===== config.mk =====
export PLATFORM = sky130hd
export DESIGN_NAME = task_table_deadline_scheduler_unit_flat
export DESIGN_NICKNAME = d
export VERILOG_FILES = /design/src/rtl/ttds_pkg.sv /design/src/rtl/ttds_if.sv /design/src/rtl/ttds_table.sv /design/src/rtl/task_table_deadline_scheduler_unit.sv /design/src/flat_wrapper.sv
export SDC_FILE = /design/constraint.sdc
export NUM_CORES = 2
export LEC_CHECK = 0
export BUFFER_PORTS_ARGS = -buffer_cell sky130_fd_sc_hd__buf_2
export CAP_MARGIN = 10
export CELL_PAD_IN_SITES_DETAIL_PLACEMENT = 2
export CELL_PAD_IN_SITES_GLOBAL_PLACEMENT = 2
export CORE_UTILIZATION = 45
export CTS_CLUSTER_DIAMETER = 40
export DETAILED_ROUTE_END_ITERATION = 8
export PLACE_DENSITY_LB_ADDON = 0.1
export SLEW_MARGIN = 15
export SYNTH_ARGS = -nofsm -noshare
export SYNTH_HDL_FRONTEND = slang
export SYNTH_SLANG_ARGS = --single-unit

===== constraint.sdc =====
create_clock -name i_clk -period 12.9 [get_ports i_clk]
set_input_delay 1.935 -clock i_clk [delete_from_list [all_inputs] [get_ports i_clk]]
set_output_delay 1.935 -clock i_clk [all_outputs]
set_load 0.05 [all_outputs]

===== src/rtl/ttds_pkg.sv =====
// ttds_pkg: shared types and constants of the task table deadline scheduler
// table depth, index widths, status and mode codes, table entry layout
// no dependencies
package ttds_pkg;

    localparam int TABLE_DEPTH = 16;
    localparam int IDX_W       = (TABLE_DEPTH > 1) ? $clog2(TABLE_DEPTH) : 1;
    localparam int CNT_W       = $clog2(TABLE_DEPTH + 1);

    typedef enum logic [1:0] {
        MODE_CREATE = 2'd0,
        MODE_SCHED  = 2'd1,
        MODE_DONE   = 2'd2,
        MODE_NOP    = 2'd3
    } t_mode;

    typedef enum logic [1:0] {
        POL_DEADLINE = 2'd0,
        POL_PERIOD   = 2'd1,
        POL_ARRIVAL  = 2'd2
    } t_policy;

    typedef enum logic [1:0] {
        ST_READY    = 2'd0,
        ST_RUNNING  = 2'd1,
        ST_FINISHED = 2'd2
    } t_status;

    typedef struct packed {
        t_status     status;
        logic [31:0] deadline;
        logic [15:0] period;
        logic [31:0] arrival;
        logic [15:0] remaining;
        logic [15:0] miss_count;
    } t_task_ent;

    typedef enum logic [2:0] {
        S_IDLE,
        S_SCAN,
        S_PICK,
        S_RUN,
        S_DONE,
        S_FINISH
    } t_state;

endpackage


===== src/rtl/ttds_if.sv =====
// ttds_in_if / ttds_out_if: valid-ready channels of the scheduler
// task request beat and result beat, source and sink modports
// no dependencies
interface ttds_in_if;
    logic        valid;
    logic        ready;
    logic [1:0]  mode;
    logic [31:0] deadline;
    logic [15:0] period;
    logic [15:0] work_ticks;
    logic [31:0] now;

    modport source (output valid, mode, deadline, period, work_ticks, now, input ready);
    modport sink   (input valid, mode, deadline, period, work_ticks, now, output ready);
endinterface

interface ttds_out_if;
    logic        valid;
    logic        ready;
    logic        error;
    logic [3:0]  task_index;
    logic        switched;
    logic        finished;
    logic [4:0]  new_misses;
    logic [31:0] missed_total;
    logic [15:0] completed_total;

    modport source (output valid, error, task_index, switched, finished, new_misses,
                    missed_total, completed_total, input ready);
    modport sink   (input valid, error, task_index, switched, finished, new_misses,
                    missed_total, completed_total, output ready);
endinterface


===== src/rtl/ttds_table.sv =====
// ttds_table: task table memory, one write and one registered read per cycle
// depends on ttds_pkg (depth, index width, entry layout)
module ttds_table (
    input  logic                          i_clk,
    input  logic                          i_wr_en,
    input  logic [ttds_pkg::IDX_W-1:0]    i_wr_addr,
    input  ttds_pkg::t_task_ent           i_wr_data,
    input  logic [ttds_pkg::IDX_W-1:0]    i_rd_addr,
    output ttds_pkg::t_task_ent           o_rd_data
);

    ttds_pkg::t_task_ent r_mem [ttds_pkg::TABLE_DEPTH];
    ttds_pkg::t_task_ent r_rd_data;

    always_ff @(posedge i_clk) begin
        if (i_wr_en) begin
            r_mem[i_wr_addr] <= i_wr_data;
        end
        r_rd_data <= r_mem[i_rd_addr];
    end

    assign o_rd_data = r_rd_data;

endmodule


===== src/rtl/task_table_deadline_scheduler_unit.sv =====
// task_table_deadline_scheduler_unit: top level of the task table scheduler
// sequencer, shared key compare and counters around the task table memory
// depends on ttds_pkg, ttds_if (channels) and ttds_table
//
// usage
//   i_task carries one request beat: create, schedule, done or no-op
//   o_res returns exactly one result beat per request, in order
//   i_cfg_we / i_cfg_wdata write the selection policy; write it only while idle, the block does not enforce this
// timing
//   create, no-op and an empty-table schedule: from accept through the
//   finish state straight back to idle
//   done: one read of the current entry, then its update
//   schedule: a scan, a pick and, when it switches tasks, a run step; the
//   table is walked one entry per cycle through the single read port, each
//   entry going through the shared key compare and the miss check
//   the result is registered and appears the cycle after the step ends
// reset
//   synchronous active-low reset empties the table, clears the counters,
//   sets policy to earliest deadline and the current task to index 0
// stalls
//   a result that is not taken holds on o_res; the next request is still
//   accepted and worked on, and waits for the output register to free
module task_table_deadline_scheduler_unit (
    input  logic        i_clk,
    input  logic        i_rst_n,
    input  logic        i_cfg_we,
    input  logic [1:0]  i_cfg_wdata,
    ttds_in_if.sink     i_task,
    ttds_out_if.source  o_res
);

    localparam int IDX_W = ttds_pkg::IDX_W;
    localparam int CNT_W = ttds_pkg::CNT_W;

    // selection key of an entry under the current policy
    function automatic logic [31:0] sel_key(input logic [1:0] pol,
                                            input ttds_pkg::t_task_ent ent);
        logic [31:0] k;
        case (pol)
            ttds_pkg::POL_DEADLINE: k = ent.deadline;
            ttds_pkg::POL_PERIOD:   k = 32'(ent.period);
            default:                k = ent.arrival;  // arrival, also the spare code
        endcase
        return k;
    endfunction

    // control state
    ttds_pkg::t_state r_state, n_state;
    logic [1:0]       r_policy;
    logic [CNT_W-1:0] r_count, n_count;
    logic [IDX_W-1:0] r_cur, n_cur;
    logic [31:0]      r_miss_total, n_miss_total;
    logic [15:0]      r_comp_total, n_comp_total;
    logic             r_out_valid, n_out_valid;

    // scan walk
    logic [CNT_W-1:0] r_scan_addr, n_scan_addr;
    logic             r_proc_vld, n_proc_vld;
    logic [IDX_W-1:0] r_proc_idx, n_proc_idx;
    logic             r_found, n_found;
    logic [31:0]      r_best_key, n_best_key;
    logic [IDX_W-1:0] r_best, n_best;
    ttds_pkg::t_task_ent r_best_ent, n_best_ent;
    logic             r_cur_ok, n_cur_ok;
    ttds_pkg::t_task_ent r_cur_ent, n_cur_ent;
    logic [31:0]      r_now, n_now;

    // step result
    logic             r_err, n_err;
    logic             r_sw, n_sw;
    logic             r_fin, n_fin;
    logic [4:0]       r_misses, n_misses;
    logic [IDX_W-1:0] r_res_idx, n_res_idx;

    // output register
    logic             r_o_err;
    logic [3:0]       r_o_idx;
    logic             r_o_sw;
    logic             r_o_fin;
    logic [4:0]       r_o_misses;
    logic [31:0]      r_o_miss_total;
    logic [15:0]      r_o_comp_total;
    logic             out_load;

    // table port
    logic                tbl_wr_en;
    logic [IDX_W-1:0]    tbl_wr_addr;
    ttds_pkg::t_task_ent tbl_wr_data;
    logic [IDX_W-1:0]    tbl_rd_addr;
    ttds_pkg::t_task_ent tbl_rd_data;

    // shared compare unit on the entry coming out of the table
    ttds_pkg::t_task_ent sc_upd;
    logic [31:0]         sc_key;
    logic                sc_ready;
    logic                sc_less;
    logic                sc_miss;
    ttds_pkg::t_task_ent run_ent;
    ttds_pkg::t_task_ent new_ent;

    ttds_table u_table (
        .i_clk     (i_clk),
        .i_wr_en   (tbl_wr_en),
        .i_wr_addr (tbl_wr_addr),
        .i_wr_data (tbl_wr_data),
        .i_rd_addr (tbl_rd_addr),
        .o_rd_data (tbl_rd_data)
    );

    always_comb begin
        sc_ready = (tbl_rd_data.status == ttds_pkg::ST_READY);
        sc_key   = sel_key(r_policy, tbl_rd_data);
        sc_less  = (sc_key < r_best_key);
        sc_miss  = (r_policy == ttds_pkg::POL_DEADLINE) && sc_ready
                   && (r_now > tbl_rd_data.deadline);
        sc_upd   = tbl_rd_data;
        if (sc_miss && (tbl_rd_data.miss_count != 16'hFFFF)) begin
            sc_upd.miss_count = tbl_rd_data.miss_count + 16'd1;
        end
    end

    always_comb begin
        new_ent.status     = ttds_pkg::ST_READY;
        new_ent.deadline   = i_task.deadline;
        new_ent.period     = i_task.period;
        new_ent.arrival    = i_task.now;
        new_ent.remaining  = i_task.work_ticks;
        new_ent.miss_count = 16'd0;
    end

    // sequencer: next state, table accesses and counters
    always_comb begin
        n_state      = r_state;
        n_count      = r_count;
        n_cur        = r_cur;
        n_miss_total = r_miss_total;
        n_comp_total = r_comp_total;
        n_out_valid  = r_out_valid && !o_res.ready;
        n_scan_addr  = r_scan_addr;
        n_proc_vld   = r_proc_vld;
        n_proc_idx   = r_proc_idx;
        n_found      = r_found;
        n_best_key   = r_best_key;
        n_best       = r_best;
        n_best_ent   = r_best_ent;
        n_cur_ok     = r_cur_ok;
        n_cur_ent    = r_cur_ent;
        n_now        = r_now;
        n_err        = r_err;
        n_sw         = r_sw;
        n_fin        = r_fin;
        n_misses     = r_misses;
        n_res_idx    = r_res_idx;
        out_load     = 1'b0;
        tbl_wr_en    = 1'b0;
        tbl_wr_addr  = r_cur;
        tbl_wr_data  = new_ent;
        tbl_rd_addr  = r_cur;
        run_ent      = r_best_ent;
        i_task.ready = (r_state == ttds_pkg::S_IDLE);

        case (r_state)
            ttds_pkg::S_IDLE: begin
                if (i_task.valid) begin
                    n_err     = 1'b0;
                    n_sw      = 1'b0;
                    n_fin     = 1'b0;
                    n_misses  = 5'd0;
                    n_res_idx = r_cur;
                    n_now     = i_task.now;
                    case (ttds_pkg::t_mode'(i_task.mode))
                        ttds_pkg::MODE_CREATE: begin
                            if (r_count >= CNT_W'(ttds_pkg::TABLE_DEPTH)) begin
                                n_err = 1'b1;
                            end else begin
                                tbl_wr_en   = 1'b1;
                                tbl_wr_addr = r_count[IDX_W-1:0];
                                tbl_wr_data = new_ent;
                                n_count     = r_count + CNT_W'(1);
                                n_res_idx   = r_count[IDX_W-1:0];
                            end
                            n_state = ttds_pkg::S_FINISH;
                        end
                        ttds_pkg::MODE_SCHED: begin
                            if (r_count == '0) begin
                                n_err   = 1'b1;
                                n_state = ttds_pkg::S_FINISH;
                            end else begin
                                n_scan_addr = '0;
                                n_proc_vld  = 1'b0;
                                n_found     = 1'b0;
                                n_cur_ok    = 1'b0;
                                n_state     = ttds_pkg::S_SCAN;
                            end
                        end
                        ttds_pkg::MODE_DONE: begin
                            // current entry is being read this cycle
                            n_state = ttds_pkg::S_DONE;
                        end
                        default: begin
                            n_state = ttds_pkg::S_FINISH;
                        end
                    endcase
                end
            end

            ttds_pkg::S_SCAN: begin
                // issue side
                if (r_scan_addr < r_count) begin
                    tbl_rd_addr = r_scan_addr[IDX_W-1:0];
                    n_proc_vld  = 1'b1;
                    n_proc_idx  = r_scan_addr[IDX_W-1:0];
                    n_scan_addr = r_scan_addr + CNT_W'(1);
                end else begin
                    n_proc_vld = 1'b0;
                    if (!r_proc_vld) begin
                        n_state = ttds_pkg::S_PICK;
                    end
                end
                // process side, entry read in the previous cycle
                if (r_proc_vld) begin
                    if (sc_miss) begin
                        tbl_wr_en   = 1'b1;
                        tbl_wr_addr = r_proc_idx;
                        tbl_wr_data = sc_upd;
                        if (r_misses != 5'd31) begin
                            n_misses = r_misses + 5'd1;
                        end
                        if (r_miss_total != 32'hFFFF_FFFF) begin
                            n_miss_total = r_miss_total + 32'd1;
                        end
                    end
                    if (sc_ready && (!r_found || sc_less)) begin
                        n_found    = 1'b1;
                        n_best_key = sc_key;
                        n_best     = r_proc_idx;
                        n_best_ent = sc_upd;
                    end
                    if (r_proc_idx == r_cur) begin
                        n_cur_ok  = (tbl_rd_data.status != ttds_pkg::ST_FINISHED);
                        n_cur_ent = sc_upd;
                    end
                end
            end

            ttds_pkg::S_PICK: begin
                if (r_found && (r_best != r_cur)) begin
                    // old current goes back to ready unless finished
                    if (r_cur_ok) begin
                        tbl_wr_en          = 1'b1;
                        tbl_wr_addr        = r_cur;
                        tbl_wr_data        = r_cur_ent;
                        tbl_wr_data.status = ttds_pkg::ST_READY;
                    end
                    n_state = ttds_pkg::S_RUN;
                end else begin
                    n_state = ttds_pkg::S_FINISH;
                end
            end

            ttds_pkg::S_RUN: begin
                if (r_best_ent.remaining <= 16'd1) begin
                    run_ent.remaining = 16'd0;
                    run_ent.status    = ttds_pkg::ST_FINISHED;
                    n_fin             = 1'b1;
                    if (r_comp_total != 16'hFFFF) begin
                        n_comp_total = r_comp_total + 16'd1;
                    end
                end else begin
                    run_ent.remaining = r_best_ent.remaining - 16'd1;
                    run_ent.status    = ttds_pkg::ST_RUNNING;
                end
                tbl_wr_en   = 1'b1;
                tbl_wr_addr = r_best;
                tbl_wr_data = run_ent;
                n_cur       = r_best;
                n_res_idx   = r_best;
                n_sw        = 1'b1;
                n_state     = ttds_pkg::S_FINISH;
            end

            ttds_pkg::S_DONE: begin
                if ((CNT_W'(r_cur) < r_count)
                    && (tbl_rd_data.status != ttds_pkg::ST_FINISHED)) begin
                    tbl_wr_en          = 1'b1;
                    tbl_wr_addr        = r_cur;
                    tbl_wr_data        = tbl_rd_data;
                    tbl_wr_data.status = ttds_pkg::ST_FINISHED;
                    n_fin              = 1'b1;
                    if (r_comp_total != 16'hFFFF) begin
                        n_comp_total = r_comp_total + 16'd1;
                    end
                end
                n_state = ttds_pkg::S_FINISH;
            end

            ttds_pkg::S_FINISH: begin
                // hand over once the output register is free
                if (!r_out_valid || o_res.ready) begin
                    out_load    = 1'b1;
                    n_out_valid = 1'b1;
                    n_state     = ttds_pkg::S_IDLE;
                end
            end

            default: begin
                n_state = ttds_pkg::S_IDLE;
            end
        endcase
    end

    always_ff @(posedge i_clk) begin
        if (!i_rst_n) begin
            r_state      <= ttds_pkg::S_IDLE;
            r_policy     <= ttds_pkg::POL_DEADLINE;
            r_count      <= '0;
            r_cur        <= '0;
            r_miss_total <= '0;
            r_comp_total <= '0;
            r_out_valid  <= 1'b0;
            r_proc_vld   <= 1'b0;
            r_found      <= 1'b0;
            r_cur_ok     <= 1'b0;
        end else begin
            r_state      <= n_state;
            if (i_cfg_we) begin
                r_policy <= i_cfg_wdata;
            end
            r_count      <= n_count;
            r_cur        <= n_cur;
            r_miss_total <= n_miss_total;
            r_comp_total <= n_comp_total;
            r_out_valid  <= n_out_valid;
            r_proc_vld   <= n_proc_vld;
            r_found      <= n_found;
            r_cur_ok     <= n_cur_ok;
        end
    end

    // payload, no reset
    always_ff @(posedge i_clk) begin
        r_scan_addr <= n_scan_addr;
        r_proc_idx  <= n_proc_idx;
        r_best_key  <= n_best_key;
        r_best      <= n_best;
        r_best_ent  <= n_best_ent;
        r_cur_ent   <= n_cur_ent;
        r_now       <= n_now;
        r_err       <= n_err;
        r_sw        <= n_sw;
        r_fin       <= n_fin;
        r_misses    <= n_misses;
        r_res_idx   <= n_res_idx;
        if (out_load) begin
            r_o_err        <= r_err;
            r_o_idx        <= 4'(r_res_idx);
            r_o_sw         <= r_sw;
            r_o_fin        <= r_fin;
            r_o_misses     <= r_misses;
            r_o_miss_total <= r_miss_total;
            r_o_comp_total <= r_comp_total;
        end
    end

    assign o_res.valid           = r_out_valid;
    assign o_res.error           = r_o_err;
    assign o_res.task_index      = r_o_idx;
    assign o_res.switched        = r_o_sw;
    assign o_res.finished        = r_o_fin;
    assign o_res.new_misses      = r_o_misses;
    assign o_res.missed_total    = r_o_miss_total;
    assign o_res.completed_total = r_o_comp_total;

`ifndef ASSERT_OFF
    // table fill never runs past its depth
    a_count_bound: assert property (@(posedge i_clk) disable iff (!i_rst_n)
        r_count <= CNT_W'(ttds_pkg::TABLE_DEPTH))
        else $error("task count beyond table depth");

    // current task lies inside the filled part of the table once it holds a task
    a_cur_in_table: assert property (@(posedge i_clk) disable iff (!i_rst_n)
        (r_count != '0) |-> (CNT_W'(r_cur) < r_count))
        else $error("current index outside filled table");

    // completion count only grows
    a_comp_mono: assert property (@(posedge i_clk) disable iff (!i_rst_n)
        1'b1 |=> (r_comp_total >= $past(r_comp_total)))
        else $error("completion count went down");

    // a finishing or switching step is never an error step
    a_fin_no_err: assert property (@(posedge i_clk) disable iff (!i_rst_n)
        (r_out_valid && (r_o_fin || r_o_sw)) |-> !r_o_err)
        else $error("error reported with finish or switch");
`endif

endmodule

===== src/flat_wrapper.sv =====
// flat-port wrapper written by rule: the top's interface ports become plain ports
module task_table_deadline_scheduler_unit_flat 
  (i_clk, i_rst_n, i_cfg_we, i_cfg_wdata, i_task_valid, i_task_mode, i_task_deadline, i_task_period, i_task_work_ticks, i_task_now, i_task_ready, o_res_valid, o_res_error, o_res_task_index, o_res_switched, o_res_finished, o_res_new_misses, o_res_missed_total, o_res_completed_total, o_res_ready);
  ttds_in_if i_task_i ();
  ttds_out_if o_res_i ();
  input  logic i_clk;
  input  logic i_rst_n;
  input  logic i_cfg_we;
  input  logic [1:0] i_cfg_wdata;
  input wire logic [$bits(i_task_i.valid)-1:0] i_task_valid;
  input wire logic [$bits(i_task_i.mode)-1:0] i_task_mode;
  input wire logic [$bits(i_task_i.deadline)-1:0] i_task_deadline;
  input wire logic [$bits(i_task_i.period)-1:0] i_task_period;
  input wire logic [$bits(i_task_i.work_ticks)-1:0] i_task_work_ticks;
  input wire logic [$bits(i_task_i.now)-1:0] i_task_now;
  output wire logic [$bits(i_task_i.ready)-1:0] i_task_ready;
  output wire logic [$bits(o_res_i.valid)-1:0] o_res_valid;
  output wire logic [$bits(o_res_i.error)-1:0] o_res_error;
  output wire logic [$bits(o_res_i.task_index)-1:0] o_res_task_index;
  output wire logic [$bits(o_res_i.switched)-1:0] o_res_switched;
  output wire logic [$bits(o_res_i.finished)-1:0] o_res_finished;
  output wire logic [$bits(o_res_i.new_misses)-1:0] o_res_new_misses;
  output wire logic [$bits(o_res_i.missed_total)-1:0] o_res_missed_total;
  output wire logic [$bits(o_res_i.completed_total)-1:0] o_res_completed_total;
  input wire logic [$bits(o_res_i.ready)-1:0] o_res_ready;
  assign i_task_i.valid = i_task_valid;
  assign i_task_i.mode = i_task_mode;
  assign i_task_i.deadline = i_task_deadline;
  assign i_task_i.period = i_task_period;
  assign i_task_i.work_ticks = i_task_work_ticks;
  assign i_task_i.now = i_task_now;
  assign i_task_ready = i_task_i.ready;
  assign o_res_valid = o_res_i.valid;
  assign o_res_error = o_res_i.error;
  assign o_res_task_index = o_res_i.task_index;
  assign o_res_switched = o_res_i.switched;
  assign o_res_finished = o_res_i.finished;
  assign o_res_new_misses = o_res_i.new_misses;
  assign o_res_missed_total = o_res_i.missed_total;
  assign o_res_completed_total = o_res_i.completed_total;
  assign o_res_i.ready = o_res_ready;
  task_table_deadline_scheduler_unit u_core (.i_clk(i_clk), .i_rst_n(i_rst_n), .i_cfg_we(i_cfg_we), .i_cfg_wdata(i_cfg_wdata), .i_task(i_task_i), .o_res(o_res_i));
endmodule

# [Yosys cells after proc, flatten, opt, wreduce, memory -nomap -nowiden]
# Memory sizes are Yosys's and may differ from the RTL's. A register that Yosys moved wholly into a read port is not among the register bits.
# Cells that the tools add are included.
[op_classes] eq_ne=29 magnitude_cmp=6 addsub=7 bitwise_logic=1 n_reduce_logical=37 mux=76
[op_table] cell="$mux 114" count=4
[op_table] cell="$pmux 114 s4" count=1
[op_table] cell="$mux 112" count=1
[op_table] cell="$mux 16" count=5
[op_table] cell="$pmux 32 s2" count=1
[op_table] cell="$mux 5" count=8
[op_table] cell="$add 16x1->16 const B" count=2
[op_table] cell="$add 32x1->32 const B" count=1
[op_table] cell="$gt 32x32->1" count=1
[op_table] cell="$lt 32x32->1" count=1
[op_table] cell="$mux 4" count=8
[op_table] cell="$ne 16x16->1 const B" count=2
[op_table] cell="$ne 32x32->1 const B" count=1
[op_table] cell="$pmux 16 s2" count=1
[op_table] cell="$mux 1" count=27
[op_table] cell="$ne 2x1->1 const B" count=10
[op_table] cell="$pmux 5 s2" count=2
[op_table] cell="$reduce_and 4->1" count=5
[op_table] cell="$mux 3" count=6
[op_table] cell="$le 16x1->1 const B" count=1
[op_table] cell="$sub 16x1->16 const B" count=1
[op_table] cell="$add 5x1->5 const B" count=3
[op_table] cell="$pmux 3 s5" count=1
[op_table] cell="$pmux 4 s3" count=1
[op_table] cell="32 further kinds" count=62
[totals] n_memories=1 ff_bits=439 mem_bits_rw=1824 output_inout_bits=62 elab_cells=194
[memory_table] memory="u_core.u_table.r_mem" words=16 width=114 rd=1 rd_ports_with_merged_regs=1 wr=1 line_no="ttds_table.sv:12" rtl="ttds_pkg::t_task_ent r_mem [ttds_pkg::TABLE_DEPTH];"

# [Depth between registers and ports, before layout]
[depth] word_depth=8 mapped_depth=14

# [By module]
# Synthesis repeated with hierarchy kept, for this count alone.
[hier_totals] hier_cells=4873 area_unflattened_um2=92742.7
[by_module_without_submodules] mod="ttds_table" cells_per_inst=2916 area_each_um2=70450.1 instances=1
[by_module_without_submodules] mod="task_table_deadline_scheduler_unit" cells_per_inst=1957 area_each_um2=22292.6 instances=1

# [Least setup slack after synthesis]
# No wires, ideal clock.
[synth_timing] path_kind="reg-to-reg" from="register u_core.r_policy[0]" to="register u_core.r_best[0] (enable)" t_arrival_ns=8.732 period_less_slack_ns=9.399 path_stages_with_launch=13 setup_slack_ns=3.501 path_cell_list="dfxtp_1 -> buf_2 -> buf_1 -> mux2i_1 -> o21ai_0 -> ha_1 -> a21o_1 -> a21o_1 -> a21oi_1 -> a211oi_1 -> o2111ai_1 -> nand3b_1 -> a21oi_1"
[synth_between] elab_chain_len=6 elab_cells_between_ends=7 classes_between="order compare: 1; eq/ne: 1; mux: 1; reduce/logical: 4"
[synth_lines] item="start: declaration" line_no="task_table_deadline_scheduler_unit.sv:49" rtl="logic [1:0] r_policy;"
[synth_lines] item="start signal: assignment" line_no="task_table_deadline_scheduler_unit.sv:315" rtl="r_policy <= ttds_pkg::POL_DEADLINE;"
[synth_lines] item="start signal: assignment" line_no="task_table_deadline_scheduler_unit.sv:327" rtl="r_policy <= i_cfg_wdata;"
[synth_lines] item="$eq 2x1->1 / $logic_not 2->1 (equally long branches)" line_no="task_table_deadline_scheduler_unit.sv:39" rtl="case (pol)"
[synth_lines] item="$pmux 32 s2 (*)" line_no="task_table_deadline_scheduler_unit.sv:39"
[synth_lines] item="via u_core.sc_key[5]" line_no="task_table_deadline_scheduler_unit.sv:94" rtl="logic [31:0] sc_key;"
[synth_lines] item="$lt 32x32->1 (*)" line_no="task_table_deadline_scheduler_unit.sv:113" rtl="sc_less = (sc_key < r_best_key);"
[synth_lines] item="$logic_or 1x1->1 (*)" line_no="task_table_deadline_scheduler_unit.sv:233" rtl="if (sc_ready && (!r_found || sc_less)) begin"
[synth_lines] item="$logic_and 1x1->1 (*)" line_no="task_table_deadline_scheduler_unit.sv:233"
[synth_lines] item="$reduce_and 3->1 (no line) (*)"
[synth_lines] item="end signal: assignment" line_no="task_table_deadline_scheduler_unit.sv:345" rtl="r_best <= n_best;"
[synth_lines] item="end: declaration" line_no="task_table_deadline_scheduler_unit.sv:62" rtl="logic [IDX_W-1:0] r_best, n_best;"
# The timed path passes the listed nets; every way through them passes the cells marked *.
# A chain may end at the register's enable or synchronous reset.

# [Final worst setup path]
[layout_timing] from="register, netlist name u_core.u_table.o_rd_data[107]" to="memory u_core.u_table.r_mem[15][39] in the netlist's numbering (enable)"
[layout_between] elab_chain_len=7 elab_cells_between_ends=10 classes_between="order compare: 1; mux: 8; reduce/logical: 1"
[layout_lines] item="$gt 32x32->1 (*)" line_no="task_table_deadline_scheduler_unit.sv:115" rtl="&& (r_now > tbl_rd_data.deadline);"
[layout_lines] item="$logic_and 1x1->1 (*)" line_no="task_table_deadline_scheduler_unit.sv:115"
[layout_lines] item="$mux 1" line_no="task_table_deadline_scheduler_unit.sv:222" rtl="if (sc_miss) begin"
[layout_lines] item="$mux 1" line_no="task_table_deadline_scheduler_unit.sv:221" rtl="if (r_proc_vld) begin"
[layout_lines] item="$pmux 1 s5" line_no="task_table_deadline_scheduler_unit.sv:162" rtl="case (r_state)"
[layout_lines] item="$mux 1" line_no="ttds_table.sv:16" rtl="if (i_wr_en) begin"
[layout_lines] item="$mux 1 (implied by the code)" line_no="ttds_table.sv:17" rtl="r_mem[i_wr_addr] <= i_wr_data;"
[layout_lines] item="end: declaration" line_no="ttds_table.sv:12"
# Every way passes the cells marked *; elsewhere a longest branch is shown, timed or not.

==> metrics.txt <==
status complete, no violations; length of the first detailed-routing pass in iterations 6; skew final between 0.05 and 0.06 ns; global-route wire length before repair approximately 370000 um; Final setup viols 0; Chip Width approximately 430 um; nets about 5500; hold path endpoint u_core.o_res.error; final hold viol count 0; post-synth net total 5169; cell taking the most area after synthesis edfxtp_1; Reg-to-Reg End u_core.u_table.r_mem[15][39]; Wirelength per Cell approximately 33 um; ANT nets after route 0; Max Fclk ~140 MHz; Hold Path Class reg -> reg; Die Span Y between 400 and 500 um; Total Wirelength 263000 um; routed via count 47054; DRC viols 0; H-tree levels 5; MaxCap Viol Count 0; CTS tree yes; reg2reg path depth 12; Num Clock Sinks 2073; Lkg Pwr ~34 nW; ys async rst share 0%; Tightest Pin Transition between 1 and 1.5 ns; PnR worst setup slack roughly 5.9 ns; number of distinct library cells after synthesis 76; count leader, synth edfxtp_1; total power 24.3 mW; register area share after synthesis 72.0%; Synth Register Bits 2073; Post-Layout Cell Count around 8000; Post-Place Cell Area slightly below 90000 um^2; Avg Cell Area, Syn 16.9 um^2; minimum clock period 7.05 ns; Post-synth top flop edfxtp_1; CP max stage delay 1.00 ns; Initial Util 45.3%; Clock Path Buffers 4; RePlAce Congestion approximately 0.80; # port buffers about 170; CP max stage cell buf_4; RSZ-0062 raised after global routing no; critical path required time 13.43 ns; Worst VDD drop approximately 0.00018 V; Final Max Slew Viols 0; worst skew pair latency about 0.94 ns; setup slack, reg-to-reg 5.85 ns; final cycle utilization of the critical path between 50 and 60%; Final Util around 53%; EDFF count, synth about 1900; Die ar. 189000 um^2; Num CTS Buffers between 300 and 400; Area Overhead vs Synth 17.0%; Critical R2R Launch u_core.u_table.o_rd_data[107]; DRT iter0 DRCs between 3000 and 4000; antenna violations before repair 13; layout cells sized above 1 14.7%; largest net degree at the start of global routing roughly 130; Setup Crit Path Kind reg -> reg; synth top area cells edfxtp_1 68%, mux2i_1 18%, dfxtp_1 3.9%, ha_1 1.2%, nand2_1 0.85%; Pwr Density roughly 250 nW/um^2; Total GRT Usage around 28%; clock root buffer clkbuf_16; core region area between 150000 and 200000 um^2; placed insts 7458; Syn Std Cell Area approximately 84000 um^2; vias in the first global route 51954; Rows 158; Detail Placement HPWL about 140000 um; FILL cells about 16000; Synth Warn # 0; CP arrival between 7 and 8 ns; Worst slew margin 13.7%; DR vias/cell around 6; hold buffers post-CTS 0; Worst-path clk slew about 0.05 ns; crit-path cells inv_1 > ha_1 > nand4_1 > or4_1 > a31oi_2 > o2111ai_2 > nand2_4 > or4_1 > or3b_2 > nor2_4 > buf_4 > buf_4; Mapped Cells about 5000; Max FO, Critical Path 46; Synth top area share 68.1%; Startpoint Class register; Ports between 150 and 200; Sum Neg Setup Slack 0 ns; Finished Cell Area approximately 100000 um^2; GR Overflow Total 0; Hold WS between 0.4 and 0.5 ns; CTS-repair resized insts 0; pre-CTS worst setup slack 5.74 ns; Commonest cells post-synth 1909 x edfxtp_1, 1491 x mux2i_1, 190 x nand2_1, 181 x nor2_1, 164 x dfxtp_1; critical path endpoint category register; hold depth 0; hold_sp u_core.r_err; Post-CTS Setup Inserts 0
report_power, final:
group,internal [mW],switching [mW]
logic,1.53,4.16
registers,9.46,0.451
clock network,5.49,3.22
state kept, by name, indices dropped and copies added (netlist names), 3 cells and up:
name / cells
u_core.u_table.r_mem: 1568
u_core.u_table.o_rd_data: 98
u_core.r_best_ent: 96
u_core.r_cur_ent: 96
u_core.o_res.missed_total: 32
u_core.r_best_key: 32
u_core.r_miss_total: 32
u_core.r_now: 32
u_core.o_res.completed_total: 16
u_core.r_comp_total: 16
u_core.o_res.new_misses: 5
u_core.r_count: 5
u_core.r_misses: 5
u_core.r_scan_addr: 5
u_core.o_res.task_index: 4
u_core.r_best: 4
u_core.r_cur: 4
u_core.r_proc_idx: 4
u_core.r_res_idx: 4
u_core.r_state: 3
placed cells by master, fill, tap and decap left out, drive strengths merged, types with 3 or more instances in the layout:
master and n:
nand3 35, nand2 191, a21o 16, a222oi 25
nor2b 5, bufinv 33, o21a 7, a221oi 71
or3 21, nor3 21, o21ai 72, a21oi 92
mux2i 1491, edfxtp 1909, o22a 29, nor2 182
xor2 26, dfxtp 164, a221o 39, or4 6
clkbuf 386, inv 129, xnor2 34, clkinv 86
a22o 16, diode 3, buf 242, a211oi 5
and3 8, o211ai 9, and2 6, nor4 7
ha 82, nand2b 10, a31oi 3, or2 5
nand4 24, nand3b 7, clkinvlp 30
routing by layer:
layer	track usage (%)	vias up	routed length, um
li1	-	20182	-
met1	35.9	25160	111000
met2	47.3	1265	131000
met3	3.61	443	10500
met4	10.8	4	9920
met5	0	-	27
layout make-up:
| class | instances | area, um^2 | share of cell area [%] |
|---|---|---|---|
| diodes | 3 | 7.51 | 0.00762 |
| multi-input cells | 2572 | 22100 | 22.5 |
| inverters | 91 | 345 | 0.351 |
| well taps | 2480 | 3100 | 3.15 |
| clock buffers | 386 | 8670 | 8.80 |
| clock inverters | 187 | 2070 | 2.10 |
| flip-flops and latches | 2073 | 60600 | 61.5 |
| repair buffers | 242 | 1560 | 1.59 |
worst max-delay path, delay by kind of cell (launching register included):
family	cells	cell delay, ns
AND/OR/NAND/NOR	6	3.23
flip-flops	1	0.41
buffers and inverters	3	1.71
AO/OA/AOI/OAI	2	0.85
adder cells (fa/ha/maj)	1	0.35
kinds of logic after synthesis:
group                    synth area share [%]
multiplexers                             17.7
flip-flops                               72.0
AO/OA/AOI/OAI                            3.51
adder cells (fa/ha/maj)                  1.22
AND/OR/NAND/NOR                          2.90
XOR/XNOR                                0.624
buffers and inverters                    2.01
how the worst max path moves through the flow:
stage | start | endpoint | slack, ns | depth (start not counted)
floorplan | u_core.r_policy[0] | u_core.r_best[0] | 3.50 | 12
global placement | i_task_mode[0] | u_core.u_table.r_mem[2][37] | 5.86 | 14
detailed placement | i_task_mode[1] | u_core.u_table.r_mem[2][43] | 5.74 | 14
CTS | u_core.u_table.o_rd_data[107] | u_core.u_table.r_mem[15][39] | 5.85 | 12
global route | u_core.u_table.o_rd_data[106] | u_core.u_table.r_mem[15][39] | 5.77 | 12
finish | u_core.u_table.o_rd_data[107] | u_core.u_table.r_mem[15][39] | 5.85 | 12
Power figures use the tool's default switching activity.
